[src/sfr_pkg.sv]
// Shared types and constants for the sequenced fragment reassembler.
// No dependencies.
package sfr_pkg;

  // Header delimiter characters.
  localparam logic [7:0] CHAR_SLASH = 8'h2F;
  localparam logic [7:0] CHAR_COLON = 8'h3A;
  localparam logic [7:0] CHAR_ZERO  = 8'h30;
  localparam logic [7:0] CHAR_NINE  = 8'h39;

  // Parse phase codes.
  localparam logic [1:0] PH_INDEX   = 2'd0;
  localparam logic [1:0] PH_TOTAL   = 2'd1;
  localparam logic [1:0] PH_PAYLOAD = 2'd2;
  localparam logic [1:0] PH_DISCARD = 2'd3;

  typedef struct packed {
    logic [7:0] payload_byte;
    logic       byte_valid;
    logic       message_end;
    logic       message_abort;
  } result_t;

  // Load request from the parser into the output stage.
  typedef struct packed {
    logic    load;
    result_t result;
  } result_req_t;

endpackage

[src/sfr_in_if.sv]
// Input channel of the reassembler: one datagram byte per request.
// Depends on nothing.
interface sfr_in_if;
  logic       valid;
  logic       ready;
  logic [7:0] data_byte;
  logic       datagram_end;

  modport source (output valid, output data_byte, output datagram_end, input ready);
  modport sink   (input valid, input data_byte, input datagram_end, output ready);
endinterface

[src/sfr_out_if.sv]
// Output channel of the reassembler: one result item per request.
// Depends on nothing.
interface sfr_out_if;
  logic       valid;
  logic       ready;
  logic [7:0] payload_byte;
  logic       byte_valid;
  logic       message_end;
  logic       message_abort;

  modport source (output valid, output payload_byte, output byte_valid,
                  output message_end, output message_abort, input ready);
  modport sink   (input valid, input payload_byte, input byte_valid,
                  input message_end, input message_abort, output ready);
endinterface

[src/sfr_digit_acc.sv]
// Decimal digit accumulator for one header number.
// Depends on sfr_pkg.
module sfr_digit_acc #(
  parameter int COUNT_BITS = 16
) (
  input  logic [7:0]            data_byte,
  input  logic [COUNT_BITS-1:0] value,
  input  logic                  bad,
  output logic [COUNT_BITS-1:0] value_next,
  output logic                  bad_next
);
  import sfr_pkg::*;

  localparam int WIDE_W = COUNT_BITS + 4;

  logic              is_digit;
  logic [3:0]        digit;
  logic [WIDE_W-1:0] wide;

  assign is_digit = (data_byte >= CHAR_ZERO) && (data_byte <= CHAR_NINE);
  assign digit    = data_byte[3:0];
  // value * 10 + digit as two shifts and two adds.
  assign wide = {1'b0, value, 3'b000} + {3'b000, value, 1'b0} + WIDE_W'(digit);

  always_comb begin
    value_next = value;
    bad_next   = bad;
    if (!bad) begin
      if (!is_digit) begin
        bad_next = 1'b1;
      end else begin
        value_next = wide[COUNT_BITS-1:0];
        bad_next   = (wide[WIDE_W-1:COUNT_BITS] != '0);
      end
    end
  end
endmodule

[src/sfr_out_stage.sv]
// Output register of the reassembler; decouples the result side from the input.
// Depends on sfr_pkg and sfr_out_if.
module sfr_out_stage (
  input  logic                  clk,
  input  logic                  rst,
  input  logic                  take,
  input  sfr_pkg::result_req_t  req,
  output logic                  room,
  sfr_out_if.source             outbound
);
  import sfr_pkg::*;

  logic    full;
  result_t held;

  assign room = !full || outbound.ready;

  always_ff @(posedge clk) begin
    if (rst) begin
      full <= 1'b0;
    end else if (room) begin
      full <= take && req.load;
    end
  end

  always_ff @(posedge clk) begin
    if (room && take && req.load) begin
      held <= req.result;
    end
  end

  assign outbound.valid         = full;
  assign outbound.payload_byte  = held.payload_byte;
  assign outbound.byte_valid    = held.byte_valid;
  assign outbound.message_end   = held.message_end;
  assign outbound.message_abort = held.message_abort;
endmodule

[src/sequenced_fragment_reassembler.sv]
// Top level of the sequenced fragment reassembler: header parser, sequence check.
// Depends on sfr_pkg, sfr_in_if, sfr_out_if, sfr_digit_acc and sfr_out_stage.
//
// Datagram bytes arrive one per request, the last byte of each datagram flagged
// by datagram_end. Every datagram opens with an ASCII header "index/total:";
// a bad digit or a number above 2^COUNT_BITS-1 reads as zero. The fragment count
// (total minus index) must be one less than that of the previous fragment; with
// no payload gathered yet the expected count simply follows the header. Payload
// bytes of an accepted fragment stream out one per result, and the last byte of
// the fragment whose count is one carries message_end (a final fragment with an
// empty payload gives a lone message_end). A count that does not fit gives a
// single message_abort result and the rest of that datagram is dropped; a
// datagram that ends inside its header is dropped silently. The block takes one
// byte every clock while ready is high: parsing and checking is combinational logic
// on the state registers, and the result lands in an output register in the cycle
// after its byte is accepted. Input ready drops only while that register holds
// a result that the sink has not taken.
module sequenced_fragment_reassembler #(
  parameter int COUNT_BITS = 16
) (
  input  logic     clk,
  input  logic     rst,
  sfr_in_if.sink   inbound,
  sfr_out_if.source outbound
);
  import sfr_pkg::*;

  localparam int EXP_W = COUNT_BITS + 2;

  // Parser and sequence state.
  logic [1:0]              parse_phase, parse_phase_next;
  logic [COUNT_BITS-1:0]   index_value, index_value_next;
  logic                    index_bad, index_bad_next;
  logic [COUNT_BITS-1:0]   total_value, total_value_next;
  logic                    total_bad, total_bad_next;
  logic signed [EXP_W-1:0] expected_remaining, expected_remaining_next;
  logic                    has_payload, has_payload_next;
  logic                    final_fragment, final_fragment_next;

  logic [COUNT_BITS-1:0] idx_acc_value, tot_acc_value;
  logic                  idx_acc_bad, tot_acc_bad;

  logic signed [EXP_W-1:0] first_num, second_num, count, expected_cmp;
  logic                    count_match;

  logic        take;
  logic        room;
  logic [7:0]  b;
  logic        last;
  result_req_t req;

  assign b    = inbound.data_byte;
  assign last = inbound.datagram_end;

  // A byte is taken whenever the output register can hold its result.
  assign inbound.ready = room;
  assign take          = inbound.valid && room;

  sfr_digit_acc #(.COUNT_BITS(COUNT_BITS)) u_idx_acc (
    .data_byte  (b),
    .value      (index_value),
    .bad        (index_bad),
    .value_next (idx_acc_value),
    .bad_next   (idx_acc_bad)
  );

  sfr_digit_acc #(.COUNT_BITS(COUNT_BITS)) u_tot_acc (
    .data_byte  (b),
    .value      (total_value),
    .bad        (total_bad),
    .value_next (tot_acc_value),
    .bad_next   (tot_acc_bad)
  );

  // Header numbers as signed counts; a bad number counts as zero.
  assign first_num  = index_bad ? '0 : EXP_W'(index_value);
  assign second_num = total_bad ? '0 : EXP_W'(total_value);
  assign count      = second_num - first_num;
  // With nothing gathered the expected count resynchronizes to this header.
  assign expected_cmp = has_payload ? expected_remaining : count + EXP_W'(1);
  assign count_match  = (count == expected_cmp - EXP_W'(1));

  always_comb begin
    parse_phase_next        = parse_phase;
    index_value_next        = index_value;
    index_bad_next          = index_bad;
    total_value_next        = total_value;
    total_bad_next          = total_bad;
    expected_remaining_next = expected_remaining;
    has_payload_next        = has_payload;
    final_fragment_next     = final_fragment;
    req                     = '0;

    case (parse_phase)
      PH_INDEX: begin
        if (b == CHAR_SLASH) begin
          parse_phase_next = PH_TOTAL;
        end else begin
          index_value_next = idx_acc_value;
          index_bad_next   = idx_acc_bad;
        end
        if (last) begin
          // Header cut short: drop the datagram without a result.
          parse_phase_next = PH_INDEX;
          index_value_next = '0;
          index_bad_next   = 1'b0;
          total_value_next = '0;
          total_bad_next   = 1'b0;
        end
      end
      PH_TOTAL: begin
        if (b != CHAR_COLON) begin
          total_value_next = tot_acc_value;
          total_bad_next   = tot_acc_bad;
          if (last) begin
            parse_phase_next = PH_INDEX;
            index_value_next = '0;
            index_bad_next   = 1'b0;
            total_value_next = '0;
            total_bad_next   = 1'b0;
          end
        end else begin
          index_value_next = '0;
          index_bad_next   = 1'b0;
          total_value_next = '0;
          total_bad_next   = 1'b0;
          if (count_match) begin
            expected_remaining_next = count;
            final_fragment_next     = (count == EXP_W'(1));
            parse_phase_next        = PH_PAYLOAD;
            if (last) begin
              parse_phase_next = PH_INDEX;
              if (count == EXP_W'(1)) begin
                // Final fragment with no payload still closes the message.
                req.load                = 1'b1;
                req.result.message_end  = 1'b1;
                has_payload_next        = 1'b0;
                expected_remaining_next = EXP_W'(1);
                final_fragment_next     = 1'b0;
              end
            end
          end else begin
            req.load                 = 1'b1;
            req.result.message_abort = 1'b1;
            has_payload_next         = 1'b0;
            expected_remaining_next  = EXP_W'(1);
            final_fragment_next      = 1'b0;
            parse_phase_next         = last ? PH_INDEX : PH_DISCARD;
          end
        end
      end
      PH_PAYLOAD: begin
        req.load                = 1'b1;
        req.result.payload_byte = b;
        req.result.byte_valid   = 1'b1;
        if (last && final_fragment) begin
          req.result.message_end  = 1'b1;
          has_payload_next        = 1'b0;
          expected_remaining_next = EXP_W'(1);
          final_fragment_next     = 1'b0;
        end else begin
          has_payload_next = 1'b1;
        end
        if (last) begin
          parse_phase_next = PH_INDEX;
        end
      end
      default: begin
        // Discarding the rest of a rejected datagram.
        if (last) begin
          parse_phase_next = PH_INDEX;
        end
      end
    endcase
  end

  always_ff @(posedge clk) begin
    if (rst) begin
      parse_phase        <= PH_INDEX;
      index_value        <= '0;
      index_bad          <= 1'b0;
      total_value        <= '0;
      total_bad          <= 1'b0;
      expected_remaining <= EXP_W'(1);
      has_payload        <= 1'b0;
      final_fragment     <= 1'b0;
    end else if (take) begin
      parse_phase        <= parse_phase_next;
      index_value        <= index_value_next;
      index_bad          <= index_bad_next;
      total_value        <= total_value_next;
      total_bad          <= total_bad_next;
      expected_remaining <= expected_remaining_next;
      has_payload        <= has_payload_next;
      final_fragment     <= final_fragment_next;
    end
  end

  sfr_out_stage u_out (
    .clk      (clk),
    .rst      (rst),
    .take     (take),
    .req      (req),
    .room     (room),
    .outbound (outbound)
  );
endmodule

[src/flat_wrapper.sv]
// flat-port wrapper written by rule: the top's interface ports become plain ports
module sequenced_fragment_reassembler_flat import sfr_pkg::*;
#(
  parameter int COUNT_BITS = 16
)
  (clk, rst, inbound_valid, inbound_data_byte, inbound_datagram_end, inbound_ready, outbound_valid, outbound_payload_byte, outbound_byte_valid, outbound_message_end, outbound_message_abort, outbound_ready);
  sfr_in_if inbound_i ();
  sfr_out_if outbound_i ();
  input  logic clk;
  input  logic rst;
  input wire logic [$bits(inbound_i.valid)-1:0] inbound_valid;
  input wire logic [$bits(inbound_i.data_byte)-1:0] inbound_data_byte;
  input wire logic [$bits(inbound_i.datagram_end)-1:0] inbound_datagram_end;
  output wire logic [$bits(inbound_i.ready)-1:0] inbound_ready;
  output wire logic [$bits(outbound_i.valid)-1:0] outbound_valid;
  output wire logic [$bits(outbound_i.payload_byte)-1:0] outbound_payload_byte;
  output wire logic [$bits(outbound_i.byte_valid)-1:0] outbound_byte_valid;
  output wire logic [$bits(outbound_i.message_end)-1:0] outbound_message_end;
  output wire logic [$bits(outbound_i.message_abort)-1:0] outbound_message_abort;
  input wire logic [$bits(outbound_i.ready)-1:0] outbound_ready;
  assign inbound_i.valid = inbound_valid;
  assign inbound_i.data_byte = inbound_data_byte;
  assign inbound_i.datagram_end = inbound_datagram_end;
  assign inbound_ready = inbound_i.ready;
  assign outbound_valid = outbound_i.valid;
  assign outbound_payload_byte = outbound_i.payload_byte;
  assign outbound_byte_valid = outbound_i.byte_valid;
  assign outbound_message_end = outbound_i.message_end;
  assign outbound_message_abort = outbound_i.message_abort;
  assign outbound_i.ready = outbound_ready;
  sequenced_fragment_reassembler #(.COUNT_BITS(COUNT_BITS)) u_core (.clk(clk), .rst(rst), .inbound(inbound_i), .outbound(outbound_i));
endmodule
[config.mk]
export PLATFORM = sky130hd
export DESIGN_NAME = sequenced_fragment_reassembler_flat
export DESIGN_NICKNAME = d
export VERILOG_FILES = /design/src/sfr_pkg.sv /design/src/sfr_in_if.sv /design/src/sfr_out_if.sv /design/src/sfr_digit_acc.sv /design/src/sfr_out_stage.sv /design/src/sequenced_fragment_reassembler.sv /design/src/flat_wrapper.sv
export SDC_FILE = /design/constraint.sdc
export NUM_CORES = 1
export LEC_CHECK = 0
export BUFFER_PORTS_ARGS = -buffer_cell sky130_fd_sc_hd__buf_2
export CAP_MARGIN = 30
export CELL_PAD_IN_SITES_DETAIL_PLACEMENT = 1
export CELL_PAD_IN_SITES_GLOBAL_PLACEMENT = 1
export CORE_MARGIN = 4
export CORE_UTILIZATION = 53
export CTS_BUF_LIST = sky130_fd_sc_hd__clkbuf_8
export CTS_CLUSTER_DIAMETER = 40
export DETAILED_ROUTE_END_ITERATION = 8
export PLACE_DENSITY = 0.91
export SYNTH_ARGS = -nofsm -noshare
export SYNTH_HDL_FRONTEND = slang
export SYNTH_SLANG_ARGS = --single-unit
[constraint.sdc]
create_clock -name clk -period 7.65 [get_ports clk]
set_input_delay 0.765 -clock clk [delete_from_list [all_inputs] [get_ports clk]]
set_output_delay 0.765 -clock clk [all_outputs]
set_load 0.05 [all_outputs]
Word level (Yosys, flattened, before mapping)
Cells that the tools add are included.
{ "totals": {"elab_cells": 125, "register_bits": 68, "out_inout_bits": 13, "in_bits": 13} }
{ "op_classes": {"n_lt_le_gt_ge": 2, "reduce_logical": 21, "n_eq_ne": 18, "bitwise": 1, "addsub": 7, "mux": 63} }
{ "op_table": {"columns": ["operator", "n"], "rows": [
  ["two-way mux 16 bit", 12],
  ["two-way mux 18 bit", 6],
  ["case mux 16 bit (2 select lines)", 2],
  ["adder 19 x 17 -> 20 bit", 2],
  ["adder 20 x 4 -> 20 bit", 2],
  ["case mux 18 bit (2 select lines)", 1],
  ["two-way mux 1 bit", 27],
  ["adder 18 x 2 -> 18 bit (second input constant)", 1],
  ["== test 18 bit", 1],
  ["== test 18 x 2 -> 1 bit (second input constant)", 1],
  ["inequality test 3 bit (second input constant)", 6],
  ["subtractor 18 bit", 1],
  ["subtractor 18 x 2 -> 18 bit (second input constant)", 1],
  ["two-way mux 2 bit", 8],
  ["case mux 1 bit (2 select lines)", 6],
  ["AND reduction 5 bit", 2],
  ["== test 8 x 6 -> 1 bit (second input constant)", 1],
  ["greater-or-equal comparator 8 x 6 -> 1 bit (second input constant)", 1],
  ["<= comparator 8 x 6 -> 1 bit (second input constant)", 1],
  ["inequality test 4 bit (second input constant)", 2],
  ["inequality test 8 x 6 -> 1 bit (second input constant)", 1],
  ["AND reduction 4 bit", 2],
  ["nonzero test 4 bit", 2],
  ["logical AND 1 bit", 6],
  ["15 further kinds", 17]
]} }

Longest topological paths before layout
Gate-level depths: netlist of the first run.
{ "logic_depth": {"word_depth": 10, "mapped_depth": 21, "depth_no_buf": 17} }

Cells and area by module
A second synthesis of the first run with hierarchy kept.
{ "hier_totals": {"cells_unflattened": 991, "hier_area_um2": 7791.2} }
{ "modules_own_cells": {"columns": ["module", "cells_each", "n_inst", "seq_area_each_um2", "area_per_inst_um2"], "rows": [
  ["sequenced_fragment_reassembler", 674, 1, 1101.1, 5079.9],
  ["sfr_digit_acc at u_core.u_tot_acc", 155, 1, 0.0, 1176.1],
  ["sfr_digit_acc at u_core.u_idx_acc", 146, 1, 0.0, 1142.3],
  ["sfr_out_stage", 16, 1, 350.3, 392.9]
]} }

Worst setup path after synthesis of the first run
Ideal clock, no wire load.
{ "synth_timing": {"path_type": "reg-to-reg", "start": "register u_core.total_bad", "end": "register u_core.u_out.held (netlist bit u_core.u_out.outbound.byte_valid) (enable)", "path_stages_with_launch": 19, "synth_period_minus_slack_ns": 4.979, "setup_ns": 0.383, "n_path_buf": 1, "t_required_ns": 7.267, "setup_slack_ns": 2.671, "arrival_time_ns": 4.596, "path_cell_list": "dfxtp_1 -> clkbuf_1 -> nand2b_1 -> ha_1 -> inv_1 -> fa_1 -> a211oi_2 -> o21ai_2 -> o221ai_1 -> o22a_1 -> o2111ai_2 -> or3_1 -> o311ai_0 -> nand3_1 -> a21oi_1 -> and4b_1 -> nand4_2 -> o21bai_1 -> a21oi_1"} }
{ "synth_between": {"elab_chain_cells": 10, "elab_cells_between_ends": 13, "classes_between": "3 x add/sub; 2 x eq/ne; 7 x mux; 1 x reduce/logical"} }
{ "synth_lines": {"columns": ["element", "line", "source"], "rows": [
  ["start: declaration", "sequenced_fragment_reassembler.sv:35", "logic total_bad, total_bad_next;"],
  ["start signal: assignment", "sequenced_fragment_reassembler.sv:192", "total_bad <= total_bad_next;"],
  ["two-way mux 16 bit (*)", "sequenced_fragment_reassembler.sv:77", "assign second_num = total_bad ? '0 : EXP_W'(total_value);"],
  ["subtractor 18 bit (*)", "sequenced_fragment_reassembler.sv:78", "assign count = second_num - first_num;"],
  ["adder 18 x 2 -> 18 bit", "sequenced_fragment_reassembler.sv:80", "assign expected_cmp = has_payload ? expected_remaining : count + EXP_W'(1);"],
  ["two-way mux 18 bit", "sequenced_fragment_reassembler.sv:80", null],
  ["subtractor 18 x 2 -> 18 bit", "sequenced_fragment_reassembler.sv:81", "assign count_match = (count == expected_cmp - EXP_W'(1));"],
  ["== test 18 bit", "sequenced_fragment_reassembler.sv:81", null],
  ["two-way mux 1 bit (*)", "sequenced_fragment_reassembler.sv:127", "if (count_match) begin"],
  ["two-way mux 1 bit (*)", "sequenced_fragment_reassembler.sv:112", "if (b != CHAR_COLON) begin"],
  ["case mux 1 bit (2 select lines) (*)", "sequenced_fragment_reassembler.sv:94", "case (parse_phase)"],
  ["logical AND 1 bit (*)", "sfr_out_stage.sv:27", "if (room && take && req.load) begin"],
  ["end signal: assignment", "sfr_out_stage.sv:28", "held <= req.result;"],
  ["end: declaration", "sfr_out_stage.sv:14", "result_t held;"]
]} }
Mark *: on every way between the ends. The rest lies on a longest branch, timed or not.
A chain may end at the register's enable or synchronous reset.

Worst setup path after layout of the first run
{ "layout_timing": {"start": "register u_core.total_bad", "end": "register u_core.expected_remaining[1]"} }
{ "layout_between": {"elab_chain_cells": 9, "elab_cells_between_ends": 12, "classes_between": "3 x add/sub; 2 x eq/ne; 7 x mux"} }
{ "layout_lines": {"columns": ["element", "line", "source"], "rows": [
  ["two-way mux 16 bit (*)", "sequenced_fragment_reassembler.sv:77", null],
  ["subtractor 18 bit (*)", "sequenced_fragment_reassembler.sv:78", null],
  ["adder 18 x 2 -> 18 bit", "sequenced_fragment_reassembler.sv:80", null],
  ["two-way mux 18 bit", "sequenced_fragment_reassembler.sv:80", null],
  ["subtractor 18 x 2 -> 18 bit", "sequenced_fragment_reassembler.sv:81", null],
  ["== test 18 bit", "sequenced_fragment_reassembler.sv:81", null],
  ["two-way mux 18 bit (*)", "sequenced_fragment_reassembler.sv:127", null],
  ["two-way mux 18 bit (*)", "sequenced_fragment_reassembler.sv:112", null],
  ["case mux 18 bit (2 select lines) (*)", "sequenced_fragment_reassembler.sv:94", null],
  ["end signal: assignment", "sequenced_fragment_reassembler.sv:193", "expected_remaining <= expected_remaining_next;"],
  ["end: declaration", "sequenced_fragment_reassembler.sv:36", "logic signed [EXP_W-1:0] expected_remaining, expected_remaining_next;"]
]} }
Mark *: on every way between the ends. The rest lies on a longest branch, timed or not. The select of a mux whose other input is x is not followed.

==> impl_metrics.tcl, run 1 <==
set metrics [dict create \
    cp_top_family "compound AO/OA/AOI/OAI gates" \
    first_iter_violations 415 \
    drc 0 \
    whs_path_depth 2 \
    vdd_drop_max_mv 0.07821 \
    maxSlewViolCount 0 \
    die_x_um 123.5 \
    drt-total-wl_um 21370 \
    pin_count 26 \
    core_area_sq_um 12820 \
    critical_path.most_common_cell "nand2b_1" \
    power.leakage_nw 3.290 \
    postCtsHoldBufs 0 \
    drt_pass1_iterations 5 \
    ys_seq_elements 68 \
    fin_ws_ns 1.861 \
    start_util_pct 55.12 \
    place_area_sq_um 7302 \
    routedWlPerCell_um 20.16 \
    antenna_found_initial 0 \
    avgSynthCellArea_sq_um 8.079 \
    io_buffers 25 \
    max_freq_ghz 0.1728 \
    hp-class "register to register" \
    stdcell_count 1060 \
    async_reset_ff_share_pct 0 \
    mostFrequentLayoutCells "nor2_1 (92), ha_1 (84), nand2_1 (77), dfxtp_1 (56), a21oi_1 (44)" \
    cts_resized 0 \
    drive_above_1_share_pct 10.36 \
    yosys_warnings 0 \
    synthCells 875 \
    htreeDepth 3 \
    path_buf_inv 1 \
    mostFrequentLayoutCell "nor2_1" \
    insertion_delay_ns 0.39 \
    pre_cts_slack_ns 1.793 \
    place_congestion 0.9147 \
    grt_max_degree 55 \
    vias 6796 \
    end_kind "register" \
    drv_cap 0 \
    ys_dominant_reg_cell "dfxtp_1" \
    finalCritPeriodShare_pct 75.67 \
    r2r_cells 17 \
    hold_viol 0 \
    clock-root-buffer "clkbuf_8" \
    grt_overflow 0 \
    crit_required_ns 7.93 \
    power_uw 957.3 \
    hpwl_um 16460 \
    yosysUniqueCellTypes 97 \
    start_kind "register" \
    dieHeight_um 123.5 \
    placed_cells 1043 \
    syn_area_sq_um 7069 \
    p_per_area_nw_per_um2 127.6 \
    fillers 1625 \
    worstPathArrival_ns 6.07 \
    num_antenna_cells 0 \
    num_rows 41 \
    worst_pin_slew_ns 0.8878 \
    cts_buffer_depth 2 \
    cp_slowest_cell "dfxtp_1" \
    setup_violations 0 \
    final.setup.tns_ns 0 \
    crit_type "register to register" \
    fin_nets 985 \
    cts.sink_count 68 \
    antenna_left 0 \
    path_clk_slew_ns 0.09 \
    crit_chain "nand2b_1 > ha_1 > inv_1 > fa_1 > a211oi_2 > o21ai_2 > o221ai_1 > o22ai_1 > nor3_2 > a31o_1 > a41o_1 > a21oi_1 > a2111oi_2 > and4b_1 > nand4_2 > nand2b_1 > o31ai_1" \
    cts_tree "done" \
    design.die.area_sq_um 15250 \
    synth_nets 977 \
    slowest_delay_ns 0.68 \
    cp_max_fo 18 \
    area_growth_pct 6.106 \
    numCtsBuffers 9 \
    status "complete, no violations" \
    grt_usage_pct 29.52 \
    post_cts_buffers 0 \
    path_depth 17 \
    first_global_vias 7193 \
    rsz0062_at_grt "no" \
    skew_ns 0.01150 \
    fin_area_sq_um 7501 \
    fin_crit_ns 5.789 \
    relSlewSlack_pct 40.81 \
    grt_pass1_wl_um 35860 \
    ys_seq_area_share_pct 20.81 \
    synth_edf_count 11 \
    vias_per_cell 6.411 \
]
-- kinds of logic after synthesis --
| family | Yosys count | share of synthesized area, % |
|---|---|---|
| AOI/OAI and AO/OA | 247 | 25.95 |
| xor gates and xnor gates | 50 | 6.513 |
| adders and majority gates | 89 | 16.28 |
| buffers and inverters | 72 | 4.035 |
| DFF | 68 | 20.81 |
| muxes | 9 | 1.274 |
| and+or+nand+nor | 340 | 25.13 |
-- Yosys cell counts, drive strengths merged, types with 4 or more instances --
master | count | share of area [%]
a211oi | 9 | 1.1
and2 | 14 | 1.2
nand3b | 4 | 0.42
buf | 11 | 0.80
xor2 | 15 | 2.1
a21o | 10 | 1.1
or4 | 7 | 0.74
nand2 | 77 | 4.1
ha | 84 | 15
a31o | 4 | 0.50
nor4 | 9 | 0.88
a21oi | 48 | 3.7
nand4 | 6 | 0.62
dfxtp | 57 | 16
fa | 5 | 1.4
nand2b | 29 | 2.6
and3 | 11 | 1.0
xnor2 | 35 | 4.4
o21ai | 52 | 3.8
o31ai | 10 | 1.3
nand3 | 20 | 1.6
or3 | 15 | 1.3
a21boi | 10 | 1.2
a22oi | 30 | 3.2
mux2i | 9 | 1.3
o211ai | 8 | 1.1
nor3 | 17 | 1.5
clkbuf | 22 | 1.2
a211o | 5 | 0.62
a31oi | 9 | 0.80
o21a | 6 | 0.65
nor2 | 94 | 5.1
inv | 39 | 2.1
edfxtp | 11 | 4.7
a311oi | 4 | 0.74
nor2b | 21 | 1.9
-- through the flow --
stage	util, %	hold slack, ns
2_1_floorplan	-	0.4222
6_report	58.49	0.4675
3_3_place_gp	56.94	0.4331
5_1_grt	58.49	0.4799
3_5_place_dp	56.94	0.4478
4_1_cts	58.43	0.4591
-- report_power, final --
group          internal [mW]  switching (mW)  leakage [nW]
logic                 0.0990           0.172          2.61
clock network          0.149           0.168        0.0968
registers              0.364         0.00434         0.583
-- worst paths after layout --
| path | slack, ns | end | startpoint |
|---|---|---|---|
| setup / recovery | 1.86 | u_core.expected_remaining[1] | u_core.total_bad |
| hold / removal | 0.47 | u_core.expected_remaining[4] | u_core.expected_remaining[4] |
| setup reg to reg | 1.86 | u_core.expected_remaining[1] | u_core.total_bad |
| hold reg to reg | 0.47 | u_core.expected_remaining[4] | u_core.expected_remaining[4] |
-- registers in the layout, indices dropped and copies added, names as in the netlist --
signal / flops
u_core.total_bad: 1
u_core.u_out.outbound.payload_byte: 8
u_core.total_value: 16
u_core.expected_remaining: 18
u_core.index_bad: 1
u_core.final_fragment: 1
u_core.u_out.outbound.valid: 1
u_core.u_out.outbound.message_abort: 1
u_core.parse_phase: 2
u_core.index_value: 16
u_core.has_payload: 1
u_core.u_out.outbound.byte_valid: 1
u_core.u_out.outbound.message_end: 1
-- cell type report --
cell class                 count  area [sq um]  share of cell area (%)
multi-input combinational    735          5313                   70.83
sequential                    68          1473                   19.63
tap                          172         215.2                   2.869
timing repair buffer          30         162.7                   2.168
inverter                      39         146.4                   1.952
clock buffer                   9         123.9                   1.651
clock inverter                 7         67.56                  0.9008
-- layer usage --
metal	vias to the layer above	global-route usage (%)	part of all wire (%)
met5	-	0	0
met2	168	51.48	49
met1	3317	36.08	44
met4	0	13.15	4.0
met3	65	4.071	3.5
li1	3246	-	-
-- worst min-delay path, stage by stage, from the launching register on --
cell     delay (ns)
dfxtp_1        0.32
nand2_1        0.05
o21ai_1        0.06
Power figures use the tool's default switching activity.
==> run 2, diff against run 1 <==
--- a/config.mk
+++ b/config.mk
@@ -10,11 +10,11 @@
 export CELL_PAD_IN_SITES_DETAIL_PLACEMENT = 1
 export CELL_PAD_IN_SITES_GLOBAL_PLACEMENT = 1
 export CORE_MARGIN = 4
-export CORE_UTILIZATION = 53
+export CORE_UTILIZATION = 45
 export CTS_BUF_LIST = sky130_fd_sc_hd__clkbuf_8
 export CTS_CLUSTER_DIAMETER = 40
 export DETAILED_ROUTE_END_ITERATION = 8
-export PLACE_DENSITY = 0.91
+export PLACE_DENSITY = 0.83
 export SYNTH_ARGS = -nofsm -noshare
 export SYNTH_HDL_FRONTEND = slang
 export SYNTH_SLANG_ARGS = --single-unit
==> constraint.sdc (replaced) <==
create_clock -name clk -period 4.7 [get_ports clk]
set_input_delay 0.47 -clock clk [delete_from_list [all_inputs] [get_ports clk]]
set_output_delay 0.47 -clock clk [all_outputs]
set_load 0.05 [all_outputs]
==> run 2 against run 1 <==
  * Via count is 3.5% higher
  * First-iteration DRC count is 8.4% higher
  * Total power is 75% higher
  * Critical path depth is 1 higher
==> impl_metrics.tcl, run 2 (synthesized netlist as in run 1, its figures left out) <==
set metrics [dict create \
    cts.sink_count 68 \
    skew_ns 0.01058 \
    grt_pass1_wl_um 35340 \
    vias 7037 \
    final.setup.tns_ns 0 \
    r2r_cells 18 \
    hold_viol 0 \
    fin_ws_ns 0.001080 \
    start_kind "register" \
    start_util_pct 46.16 \
    setup_violations 0 \
    mostFrequentLayoutCells "nor2_1 (91), ha_1 (78), nand2_1 (76), dfxtp_1 (54), buf_4 (46)" \
    switchingPower_uw 606.6 \
    antenna_found_initial 0 \
    top_register "u_core.expected_remaining" \
    place_area_sq_um 7630 \
    die_x_um 133.3 \
    worstPathArrival_ns 5.00 \
    cts_tree "done" \
    num_rows 45 \
    postCtsHoldBufs 0 \
    power_frac_comb_pct 32.5 \
    grt_max_degree 43 \
    fin_crit_ns 4.699 \
    hpwl_um 16310 \
    io_buffers 25 \
    first_iter_violations 450 \
    hp-class "input pin to register" \
    drc 0 \
    design.die.area_sq_um 17780 \
    antenna_left 0 \
    power_mw 1.677 \
    startpoint "u_core.index_value[0]" \
    pin_count 26 \
    p_per_area_nw_per_um2 201.6 \
    seq_power_share_pct 35.9 \
    grt_usage_pct 24.19 \
    place_congestion 0.9025 \
    routedWlPerCell_um 20.40 \
    numCtsBuffers 9 \
    stdcell_count 1143 \
    end_kind "register" \
    rr_endpoint "u_core.expected_remaining[10]" \
    crit_type "register to register" \
    vias_per_cell 6.157 \
    vdd_drop_max_mv 0.1192 \
    fin_area_sq_um 8317 \
    htreeDepth 3 \
    maxSlewViolCount 0 \
    cts_buffer_depth 2 \
    dieHeight_um 133.3 \
    fin_nets 1029 \
    grt_overflow 0 \
    relSlewSlack_pct 37.72 \
    clockPowerShare_pct 31.5 \
    largest_reg_flops 18 \
    max_freq_ghz 0.2128 \
    num_antenna_cells 0 \
    r2r_start "u_core.index_value[0]" \
    cp_max_fo 16 \
    drv_cap 0 \
    status "complete, no violations" \
    first_global_vias 6980 \
    area_growth_pct 17.65 \
    placed_cells 1115 \
    drive_above_1_share_pct 19.64 \
    pre_cts_slack_ns -0.1437 \
    clock-root-buffer "clkbuf_8" \
    path_clk_slew_ns 0.09 \
    worst_pin_slew_ns 0.9331 \
    r2r_slack_ns 0.001 \
    drt-total-wl_um 23320 \
    insertion_delay_ns 0.39 \
    mostFrequentLayoutCell "nor2_1" \
    worstSetupEndpoint "u_core.expected_remaining[10]" \
    power.leakage_nw 3.572 \
    rsz0062_at_grt "yes" \
    intPower_mw 1.070 \
    core_area_sq_um 15310 \
    finalCritPeriodShare_pct 99.98 \
    drt_pass1_iterations 5 \
    switching_share_pct 36.18 \
    largest_registers "u_core.expected_remaining (18), u_core.index_value (16), u_core.total_value (16)" \
    crit_required_ns 5.00 \
]
[run 2: critical path: stages (launching register included)]
cell       delay (ns)
dfxtp_1          0.33
nor2b_1          0.15
ha_1             0.18
inv_1            0.06
fa_2             0.37
a211oi_4         0.36
o21a_4           0.24
xnor2_4          0.15
nand3_2          0.18
or4_1            0.54
o211ai_2         0.13
and3_1           0.26
a311oi_1         0.12
a2111oi_2        0.31
and4b_1          0.31
nand4_4          0.20
nand2b_1         0.30
buf_12           0.21
o21ai_0          0.21
[run 2: metrics by stage]
| stage | hold slack [ns] | util, % |
|---|---|---|
| after floorplan | 0.4222 | - |
| after global placement | 0.4308 | 49.82 |
| after detailed placement | 0.4378 | 49.82 |
| after CTS | 0.3676 | 51.81 |
| after global routing | 0.3682 | 54.31 |
| final | 0.3762 | 54.31 |
[run 2: worst min path at each step]
stage | cells after the start | slack [ns] | startpoint | endpoint
2_1_floorplan | 2 | 0.42 | u_core.expected_remaining[3] | u_core.expected_remaining[3]
3_3_place_gp | 2 | 0.43 | u_core.expected_remaining[3] | u_core.expected_remaining[3]
3_5_place_dp | 2 | 0.44 | u_core.expected_remaining[3] | u_core.expected_remaining[3]
4_1_cts | 2 | 0.37 | inbound_data_byte[5] | u_core.u_out.outbound.payload_byte[5]
5_1_grt | 2 | 0.37 | inbound_data_byte[5] | u_core.u_out.outbound.payload_byte[5]
6_report | 2 | 0.38 | inbound_data_byte[5] | u_core.u_out.outbound.payload_byte[5]
[run 2: power by group through the flow]
stage	logic, mW	clock network [mW]	registers [mW]
finish	0.545	0.529	0.602
floorplan	0.325	0	0.611
global placement	0.433	0	0.616
global route	0.584	0.554	0.603
CTS	0.469	0.535	0.602
detailed placement	0.444	0	0.616
[run 2: timing repair]
action / 4_1_cts / 5_1_grt
pin swaps: 4 / 23
resized for setup: 9 / 62
endpoints found under the setup margin: 30 / 34
buffers inserted: 5 / 7
[run 2: layout make-up]
type	count	area (sq um)
multi-input combinational	735	5705
clock inverter	6	63.81
fill	1867	6998
tap	211	264.0
clock buffer	10	137.6
inverter	39	146.4
timing repair buffer	74	521.8
sequential	68	1478
[run 2: routing by layer]
| layer | vias to the layer above | part of all wire, % | GRT usage [%] |
|---|---|---|---|
| met5 | - | 0 | 0 |
| met4 | 0 | 2.4 | 8.343 |
| met3 | 43 | 3.7 | 3.474 |
| met2 | 184 | 51 | 41.73 |
| met1 | 3490 | 43 | 30.96 |
| li1 | 3320 | - | - |
